[src/design/wgm_pkg.sv]
// Shared types and constants for the wildcard glob matcher.
// Holds the operation codes, the special pattern bytes and the cell control struct.
// No dependencies.
package wgm_pkg;

   // Field widths fixed by the request format.
   localparam int unsigned OP_W   = 2;
   localparam int unsigned IDX_W  = 5;
   localparam int unsigned CHAR_W = 8;
   localparam int unsigned LEN_W  = 6;

   // Default number of pattern cells.
   localparam int unsigned MAX_PATTERN_DEF = 32;

   // Configuration port geometry.
   localparam int unsigned CSR_ADDR_W = 3;
   localparam int unsigned CSR_DATA_W = 32;

   // Operation codes; the fourth code is unused and ignored.
   localparam logic [OP_W-1:0] OP_WRITE = 2'd0;
   localparam logic [OP_W-1:0] OP_TEXT  = 2'd1;
   localparam logic [OP_W-1:0] OP_END   = 2'd2;
   localparam logic [OP_W-1:0] OP_NONE  = 2'd3;

   // Special pattern bytes.
   localparam logic [CHAR_W-1:0] STAR_BYTE = 8'h2A;
   localparam logic [CHAR_W-1:0] ANY_BYTE  = 8'h3F;

   // Control broadcast from the top level to every cell.
   typedef struct packed {
      logic              text_step;
      logic              text_end;
      logic [CHAR_W-1:0] text_char;
      logic [CHAR_W-1:0] wr_char;
   } wgm_cell_ctrl_type;

endpackage

[src/design/wgm_channels.sv]
// Valid/ready channel interfaces for the request and the result side.
// Depends on wgm_pkg for the field widths.
interface wgm_req_if;
   logic                       valid;
   logic                       ready;
   logic [wgm_pkg::OP_W-1:0]   op;
   logic [wgm_pkg::IDX_W-1:0]  pattern_index;
   logic [wgm_pkg::CHAR_W-1:0] pattern_char;
   logic [wgm_pkg::CHAR_W-1:0] text_char;

   modport source (output valid, output op, output pattern_index, output pattern_char,
                   output text_char, input ready);
   modport sink   (input valid, input op, input pattern_index, input pattern_char,
                   input text_char, output ready);
endinterface

interface wgm_rsp_if;
   logic valid;
   logic ready;
   logic matched;

   modport source (output valid, output matched, input ready);
   modport sink   (input valid, input matched, output ready);
endinterface

[src/design/wgm_closure.sv]
// Star closure over the active position vector of the matcher.
// Lets every reachable star also be skipped, as a carry chain built from one add.
// Depends on nothing but its parameter.
module wgm_closure #(
   parameter int unsigned WIDTH = 33
) (
   input  logic [WIDTH-1:0] active,
   input  logic [WIDTH-1:0] prop,
   output logic [WIDTH-1:0] closed
);

   logic [WIDTH-1:0] gen;
   logic [WIDTH-1:0] sum;
   logic [WIDTH-1:0] carry;

   // A set position on a live star generates a carry that runs through
   // consecutive live stars; the carry into each bit marks a reachable position.
   always_comb begin
      gen    = active & prop;
      sum    = gen + prop;
      carry  = sum ^ gen ^ prop;
      closed = active | carry;
   end

endmodule

[src/design/wgm_cell.sv]
// One pattern cell: holds a pattern byte and the active bit of its position.
// Hands a match bit to its right neighbour on every text request.
// Depends on wgm_pkg.
module wgm_cell #(
   parameter logic RESET_ACTIVE = 1'b0
) (
   input  logic                       clock,
   input  logic                       reset,
   input  wgm_pkg::wgm_cell_ctrl_type ctrl,
   input  logic                       wr_en,
   input  logic                       live,
   input  logic                       closed_in,
   input  logic                       hand_in,
   output logic                       hand_out,
   output logic                       active_out,
   output logic                       prop_out
);

   logic [wgm_pkg::CHAR_W-1:0] byte_ff;
   logic [wgm_pkg::CHAR_W-1:0] byte_in;
   logic                       active_ff;
   logic                       active_in;
   logic                       is_star;
   logic                       char_hit;

   // Decode the stored byte.
   always_comb begin
      is_star  = (byte_ff == wgm_pkg::STAR_BYTE);
      char_hit = (byte_ff == wgm_pkg::ANY_BYTE) || (byte_ff == ctrl.text_char);
   end

   // A star keeps its position active; any other byte advances on a hit.
   assign prop_out   = is_star & live;
   assign hand_out   = closed_in & live & ~is_star & char_hit;
   assign active_out = active_ff;

   // Next position bit and byte store update.
   always_comb begin
      byte_in   = byte_ff;
      active_in = active_ff;
      if (wr_en) begin
         byte_in = ctrl.wr_char;
      end
      if (ctrl.text_step) begin
         active_in = (closed_in & is_star & live) | hand_in;
      end else if (ctrl.text_end) begin
         active_in = RESET_ACTIVE;
      end
   end

   always_ff @(posedge clock) begin
      byte_ff <= byte_in;
      if (reset) begin
         active_ff <= RESET_ACTIVE;
      end else begin
         active_ff <= active_in;
      end
   end

endmodule

[src/design/wildcard_glob_matcher.sv]
// Whole-string glob matcher: '*' matches any run, '?' any single byte. It takes one
// request per clock cycle of every kind while ready is high, with no gaps between
// text bytes; the whole position update (star closure, compare in every cell,
// hand-off to the neighbour) completes within that cycle in the row of cells. An end
// request's result is registered into a two-entry output buffer, and ready falls
// only while both entries hold results not yet taken. No clearing pass follows reset;
// pattern entries that were never written read as undefined. Depends on wgm_pkg, the
// channel interfaces, wgm_cell and wgm_closure.
module wildcard_glob_matcher #(
   parameter int unsigned MAX_PATTERN = wgm_pkg::MAX_PATTERN_DEF
) (
   input  logic                                clock,
   input  logic                                reset,
   wgm_req_if.sink                             req_chan,
   wgm_rsp_if.source                           rsp_chan,
   input  logic                                csr_psel,
   input  logic                                csr_penable,
   input  logic                                csr_pwrite,
   input  logic [wgm_pkg::CSR_ADDR_W-1:0]      csr_paddr,
   input  logic [wgm_pkg::CSR_DATA_W-1:0]      csr_pwdata,
   output logic [wgm_pkg::CSR_DATA_W-1:0]      csr_prdata,
   output logic                                csr_pready
);

   localparam int unsigned POS_N  = MAX_PATTERN + 1;
   localparam int unsigned USED_W = $clog2(MAX_PATTERN + 1);

   logic [wgm_pkg::LEN_W-1:0]  len_ff;
   logic [wgm_pkg::LEN_W-1:0]  len_in;
   logic [USED_W-1:0]          len_used;
   logic                       req_fire;
   logic                       wr_fire;
   logic                       end_fire;
   wgm_pkg::wgm_cell_ctrl_type ctrl;
   logic [MAX_PATTERN-1:0]     wr_en;
   logic [MAX_PATTERN-1:0]     live;
   logic [MAX_PATTERN-1:0]     cell_active;
   logic [MAX_PATTERN-1:0]     cell_prop;
   logic [MAX_PATTERN:0]       hand_chain;
   logic [POS_N-1:0]           active_vec;
   logic [POS_N-1:0]           prop_vec;
   logic [POS_N-1:0]           closed_vec;
   logic                       end_ff;
   logic                       end_in;
   logic                       head_valid_ff;
   logic                       head_valid_in;
   logic                       head_match_ff;
   logic                       head_match_in;
   logic                       tail_valid_ff;
   logic                       tail_valid_in;
   logic                       tail_match_ff;
   logic                       tail_match_in;
   logic                       new_match;
   logic                       pop;

   // Configuration register: pattern length at register zero.
   assign csr_pready = 1'b1;
   always_comb begin
      len_in = len_ff;
      if (csr_psel && csr_penable && csr_pwrite && !csr_paddr[2]) begin
         len_in = csr_pwdata[wgm_pkg::LEN_W-1:0];
      end
      if (csr_paddr[2]) begin
         csr_prdata = '0;
      end else begin
         csr_prdata = {{(wgm_pkg::CSR_DATA_W - wgm_pkg::LEN_W){1'b0}}, len_ff};
      end
   end

   // Length in use, saturated to the number of cells.
   always_comb begin
      if (32'(len_ff) > MAX_PATTERN) begin
         len_used = USED_W'(MAX_PATTERN);
      end else begin
         len_used = USED_W'(len_ff);
      end
   end

   // Request decode and broadcast to the cells.
   assign req_chan.ready = ~tail_valid_ff;
   assign req_fire       = req_chan.valid & req_chan.ready;
   assign wr_fire        = req_fire && (req_chan.op == wgm_pkg::OP_WRITE);
   assign end_fire       = req_fire && (req_chan.op == wgm_pkg::OP_END);
   always_comb begin
      ctrl.text_step = req_fire && (req_chan.op == wgm_pkg::OP_TEXT);
      ctrl.text_end  = end_fire;
      ctrl.text_char = req_chan.text_char;
      ctrl.wr_char   = req_chan.pattern_char;
   end

   // Row of pattern cells; each hands its match bit to the next.
   assign hand_chain[0] = 1'b0;
   for (genvar k = 0; k < MAX_PATTERN; k++) begin : g_cell
      assign wr_en[k] = wr_fire && (32'(req_chan.pattern_index) == k);
      assign live[k]  = (32'(len_ff) > k);
      wgm_cell #(
         .RESET_ACTIVE((k == 0) ? 1'b1 : 1'b0)
      ) u_cell (
         .clock      (clock),
         .reset      (reset),
         .ctrl       (ctrl),
         .wr_en      (wr_en[k]),
         .live       (live[k]),
         .closed_in  (closed_vec[k]),
         .hand_in    (hand_chain[k]),
         .hand_out   (hand_chain[k+1]),
         .active_out (cell_active[k]),
         .prop_out   (cell_prop[k])
      );
   end

   // Star closure over all positions; the final position never propagates.
   assign active_vec = {end_ff, cell_active};
   assign prop_vec   = {1'b0, cell_prop};
   wgm_closure #(
      .WIDTH(POS_N)
   ) u_closure (
      .active (active_vec),
      .prop   (prop_vec),
      .closed (closed_vec)
   );

   // Position past the last cell.
   always_comb begin
      end_in = end_ff;
      if (ctrl.text_step) begin
         end_in = hand_chain[MAX_PATTERN];
      end else if (end_fire) begin
         end_in = 1'b0;
      end
   end

   // Two-entry result buffer: the head drives the result channel.
   assign new_match        = closed_vec[len_used];
   assign pop              = head_valid_ff & rsp_chan.ready;
   assign rsp_chan.valid   = head_valid_ff;
   assign rsp_chan.matched = head_match_ff;
   always_comb begin
      head_valid_in = head_valid_ff;
      head_match_in = head_match_ff;
      tail_valid_in = tail_valid_ff;
      tail_match_in = tail_match_ff;
      if (!head_valid_ff) begin
         head_valid_in = end_fire;
         head_match_in = new_match;
      end else if (pop) begin
         if (tail_valid_ff) begin
            head_match_in = tail_match_ff;
            tail_valid_in = end_fire;
            tail_match_in = new_match;
         end else begin
            head_valid_in = end_fire;
            head_match_in = new_match;
         end
      end else if (end_fire) begin
         tail_valid_in = 1'b1;
         tail_match_in = new_match;
      end
   end

   always_ff @(posedge clock) begin
      head_match_ff <= head_match_in;
      tail_match_ff <= tail_match_in;
      if (reset) begin
         len_ff        <= '0;
         end_ff        <= 1'b0;
         head_valid_ff <= 1'b0;
         tail_valid_ff <= 1'b0;
      end else begin
         len_ff        <= len_in;
         end_ff        <= end_in;
         head_valid_ff <= head_valid_in;
         tail_valid_ff <= tail_valid_in;
      end
   end

   // An end request restarts the text with only position zero active.
   a_end_restarts: assert property (@(posedge clock) disable iff (reset)
      end_fire |=> (active_vec == POS_N'(1)))
      else $error("position set not restarted after end request");

   // An end request always leaves a result on offer in the next cycle.
   a_end_gives_result: assert property (@(posedge clock) disable iff (reset)
      end_fire |=> rsp_chan.valid)
      else $error("end request produced no result");

   // The second buffer entry is only ever filled behind the first.
   a_tail_behind_head: assert property (@(posedge clock) disable iff (reset)
      tail_valid_ff |-> head_valid_ff)
      else $error("result buffer tail valid without head");

   // The unused operation code leaves the position set untouched.
   a_unused_op_idle: assert property (@(posedge clock) disable iff (reset)
      (req_fire && (req_chan.op == wgm_pkg::OP_NONE)) |=> $stable(active_vec))
      else $error("unused operation changed the position set");

endmodule

[src/flat_wrapper.sv]
// flat-port wrapper written by rule: the top's interface ports become plain ports
module wildcard_glob_matcher_flat 
#(
   parameter int unsigned MAX_PATTERN = wgm_pkg::MAX_PATTERN_DEF
)
  (clock, reset, csr_psel, csr_penable, csr_pwrite, csr_paddr, csr_pwdata, csr_prdata, csr_pready, req_chan_valid, req_chan_op, req_chan_pattern_index, req_chan_pattern_char, req_chan_text_char, req_chan_ready, rsp_chan_valid, rsp_chan_matched, rsp_chan_ready);
  wgm_req_if req_chan_i ();
  wgm_rsp_if rsp_chan_i ();
  input  logic clock;
  input  logic reset;
  input  logic csr_psel;
  input  logic csr_penable;
  input  logic csr_pwrite;
  input  logic [wgm_pkg::CSR_ADDR_W-1:0] csr_paddr;
  input  logic [wgm_pkg::CSR_DATA_W-1:0] csr_pwdata;
  output logic [wgm_pkg::CSR_DATA_W-1:0] csr_prdata;
  output logic csr_pready;
  input wire logic [$bits(req_chan_i.valid)-1:0] req_chan_valid;
  input wire logic [$bits(req_chan_i.op)-1:0] req_chan_op;
  input wire logic [$bits(req_chan_i.pattern_index)-1:0] req_chan_pattern_index;
  input wire logic [$bits(req_chan_i.pattern_char)-1:0] req_chan_pattern_char;
  input wire logic [$bits(req_chan_i.text_char)-1:0] req_chan_text_char;
  output wire logic [$bits(req_chan_i.ready)-1:0] req_chan_ready;
  output wire logic [$bits(rsp_chan_i.valid)-1:0] rsp_chan_valid;
  output wire logic [$bits(rsp_chan_i.matched)-1:0] rsp_chan_matched;
  input wire logic [$bits(rsp_chan_i.ready)-1:0] rsp_chan_ready;
  assign req_chan_i.valid = req_chan_valid;
  assign req_chan_i.op = req_chan_op;
  assign req_chan_i.pattern_index = req_chan_pattern_index;
  assign req_chan_i.pattern_char = req_chan_pattern_char;
  assign req_chan_i.text_char = req_chan_text_char;
  assign req_chan_ready = req_chan_i.ready;
  assign rsp_chan_valid = rsp_chan_i.valid;
  assign rsp_chan_matched = rsp_chan_i.matched;
  assign rsp_chan_i.ready = rsp_chan_ready;
  wildcard_glob_matcher #(.MAX_PATTERN(MAX_PATTERN)) u_core (.clock(clock), .reset(reset), .req_chan(req_chan_i), .rsp_chan(rsp_chan_i), .csr_psel(csr_psel), .csr_penable(csr_penable), .csr_pwrite(csr_pwrite), .csr_paddr(csr_paddr), .csr_pwdata(csr_pwdata), .csr_prdata(csr_prdata), .csr_pready(csr_pready));
endmodule
[config.mk]
export PLATFORM = sky130hd
export DESIGN_NAME = wildcard_glob_matcher_flat
export DESIGN_NICKNAME = d
export VERILOG_FILES = /design/src/design/wgm_pkg.sv /design/src/design/wgm_channels.sv /design/src/design/wgm_closure.sv /design/src/design/wgm_cell.sv /design/src/design/wildcard_glob_matcher.sv /design/src/flat_wrapper.sv
export SDC_FILE = /design/constraint.sdc
export NUM_CORES = 1
export LEC_CHECK = 0
export ABC_AREA = 1
export ABC_CLOCK_PERIOD_IN_PS = 4600
export BUFFER_PORTS_ARGS = -buffer_cell sky130_fd_sc_hd__buf_4
export CAP_MARGIN = 20
export CORE_MARGIN = 3
export CORE_UTILIZATION = 50
export CTS_BUF_LIST = sky130_fd_sc_hd__clkbuf_8 sky130_fd_sc_hd__clkbuf_16
export DETAILED_ROUTE_END_ITERATION = 7
export GPL_ROUTABILITY_DRIVEN = 0
export PLACE_DENSITY = 0.67
export SETUP_SLACK_MARGIN = 0.3
export SYNTH_ARGS = -nofsm -noshare
export SYNTH_HDL_FRONTEND = slang
export SYNTH_SLANG_ARGS = --single-unit
[constraint.sdc]
create_clock -name clock -period 4.6 [get_ports clock]
set_input_delay 0.46 -clock clock [delete_from_list [all_inputs] [get_ports clock]]
set_output_delay 0.46 -clock clock [all_outputs]
set_load 0.05 [all_outputs]
==> flow_metrics.py <==
metrics = {
    "clocking": {
        "clk_path_buf_depth": 3,
        "worstSkewPairLatency_ns": 0.56,
        "post-cts-setup-buffer-count": 0,
        "cts_made_buffers": 36,
        "clkSlewWorstSetupHoldPaths_ns": 0.06,
        "cts_tree": "done",
        "root_buffer": "clkbuf_16",
        "holdBufCountCts": 0,
        "h-tree-depth": 2,
        "cts_sinks": 299,
        "cts.repair.resized": 0,
    },
    "layout": {
        "final_util_pct": 56.4,
        "seq_area_um2": 8570,
        "nNetsFinal": 2497,
        "multi_input_area_um2": 8890,
        "n_antenna_cell": 0,
        "final_cells": 2963,
        "fillers": 3370,
        "syn2layout_area_growth_pct": 10.1,
        "drive_gt1_share_pct": 10.3,
    },
    "global_route": {
        "antenna_found_initial": 0,
        "grt_max_degree": 36,
        "grt_pass1_wl_um": 91100,
        "grt_pass1_vias": 16100,
        "grt_overflow": 0,
        "grtUsageTotal_pct": 29.3,
    },
    "synth": {
        "ys_dominant_reg_cell": "edfxtp_1",
        "synth_area_leader_cell": "edfxtp_1",
        "netlist_instances": 2398,
        "ys_ff_latch": 299,
        "synth_most_common_cell": "nand2_1",
        "ys_types": 59,
        "yosys-top-cells-area": "edfxtp_1, nand2_1, xnor2_1, nor2_1, inv_1",
        "synth_edf_count": 258,
        "synth_common_cells": "nand2_1, nor2_1, inv_1",
        "syn_area_per_cell_um2": 7.89,
        "synthArstFlopShare_pct": 0,
        "synth-seq-area-share_pct": 45.3,
        "synthesis.area_um2": 18900,
        "synth_top_area_share_pct": 41.0,
        "ys_warn_count": 0,
    },
    "worst_setup_path": {
        "path_class": "flop to flop",
        "critPathArrivalTime_ns": 4.13,
        "endpoint_kind": "flop",
        "crit_fanout": 11,
        "start_kind": "flop",
        "cp.required_ns": 5.03,
    },
    "sta": {
        "worst_slack_ns": 0.902,
        "slew_headroom_pct": 24.6,
        "setup_violations": 0,
        "max_freq_mhz": 270,
        "tns_ns": 0,
        "worst_pin_slew_ns": 1.12,
        "timing.hold.ws_ns": 0.123,
        "layout_worst_path_cycle_share_pct": 80.4,
        "clock_skew_ns": 0.0143,
        "grt_setup_unrepaired": "no",
        "drv_slew": 0,
        "hold_viol_final": 0,
        "final.min_clock_period_ns": 3.70,
    },
    "detailed_routing": {
        "drtIter0Drc": 2041,
        "drt-total-wl_um": 60600,
        "routed-via-count": 17063,
        "ant_nets": 0,
        "route.detailed.drc": 0,
        "viasPerCell": 5.76,
        "wire_per_inst_um": 20.4,
        "firstDrtPassIters": 7,
    },
    "power": {
        "power_density_nw_per_um2": 309,
        "leakage_nw": 8.03,
        "max-vdd-ir-drop_uv": 274,
    },
    "floorplan": {
        "die_x_um": 201,
        "start_util_pct": 51.2,
        "fp.dieH_um": 201,
        "rows": 70,
        "ios": 101,
        "coreArea_um2": 37000,
        "dieArea_um2": 40200,
    },
    "placed_design": {
        "dp.cells": 2898,
        "io_buffers": 45,
        "place.detailed.hpwl_um": 42200,
        "dp_slack_ns": 1.07,
    },
    "job": {
        "drv_cap": 0,
    },
    "outcome": {
        "status": "finished clean",
    },
    "hold_path": {
        "hold_path.class": "input pin to flop",
    },
}
kinds of logic (layout without fill, tap and decap cells):
logic type / count (synthesis) / after routing / synth area share [%]
other cells: 2 / 27 / 0.0397
flops: 299 / 299 / 45.3
xor+xnor: 145 / 145 / 6.71
simple gates: 1392 / 1392 / 33.1
buf+inv: 364 / 400 / 8.24
compound gates: 196 / 196 / 6.61
stage by stage:
stage          power [mW]  area (um2)
3_3_place_gp         3.52       19600
4_1_cts              6.48       20800
5_1_grt              6.64       20800
3_5_place_dp         3.53       19600
2_1_floorplan        3.35       19000
6_report             6.45       20800
state kept, by name, indices dropped and copies added (netlist names):
signal / cells
u_core.rsp_chan.valid: 1
u_core.rsp_chan.matched: 1
u_core.end_ff: 1
u_core.len_ff: 6
u_core.g_cell.u_cell.byte_ff: 256
u_core.tail_match_ff: 1
u_core.g_cell.u_cell.active_out: 32
u_core.tail_valid_ff: 1
power by group:
| group | switching, mW | internal (mW) | leakage (nW) |
|---|---|---|---|
| Combinational | 0.383 | 0.131 | 4.76 |
| Sequential | 0.0142 | 2.95 | 2.65 |
| Clock | 1.15 | 1.82 | 0.612 |
worst paths after layout:
path,from,endpoint,slack (ns),depth (start not counted)
hold reg to reg,u_core.g_cell[31].u_cell.active_out,u_core.g_cell[31].u_cell.active_out,0.47,2
setup / recovery,u_core.len_ff[5],u_core.rsp_chan.matched,0.90,20
hold / removal,rsp_chan_ready,u_core.tail_valid_ff,0.12,2
setup reg to reg,u_core.len_ff[5],u_core.rsp_chan.matched,0.90,20
cells in the final DEF, fill, tap and decap left out, drive strengths merged, types with 9 or more instances in the layout:
master and count:
a21oi 93, buf 61, clkbuf 38, clkinv 17, conb 27, dfxtp 41
edfxtp 258, inv 278, nand2 651, nand3 210, nand4 99, nor2 326
nor3 29, nor4 15, o2111ai 15, o21ai 33, o221ai 9, or2 54
xnor2 138
area by class of cell:
cell class                      instances  share of cell area (%)
Sequential cell                       299                    41.1
Inverter                              274                    5.00
Timing Repair Buffer                   61                    2.26
Tap cell                              504                    3.03
Multi-Input combinational cell       1760                    42.7
Clock inverter                         27                    1.39
Clock buffer                           38                    4.51
worst max-delay path, cell delays in order (launching register included):
cell	delay, ns
dfxtp_1	0.77
inv_4	0.23
nand2_2	0.28
nand2_4	0.14
nand2_4	0.14
nand3_2	0.11
nor2_2	0.21
nand2_1	0.07
nor2_1	0.33
nand2_1	0.09
a21oi_1	0.20
nor2_1	0.13
nand3_1	0.08
nand3_1	0.11
nand3_1	0.11
nand3_1	0.14
nand3_1	0.11
nand2_1	0.09
nand2_2	0.10
nand2_1	0.05
nand2_1	0.05
layer usage:
metal / part of all wire (%) / vias up / GRT usage (%)
li1: - / 7987 / -
met1: 40 / 7971 / 38.8
met2: 45 / 926 / 47.0
met3: 10 / 179 / 5.24
met4: 4.7 / 0 / 13.9
met5: 0 / - / 0
No activity file was read; power rests on OpenSTA's default activity.
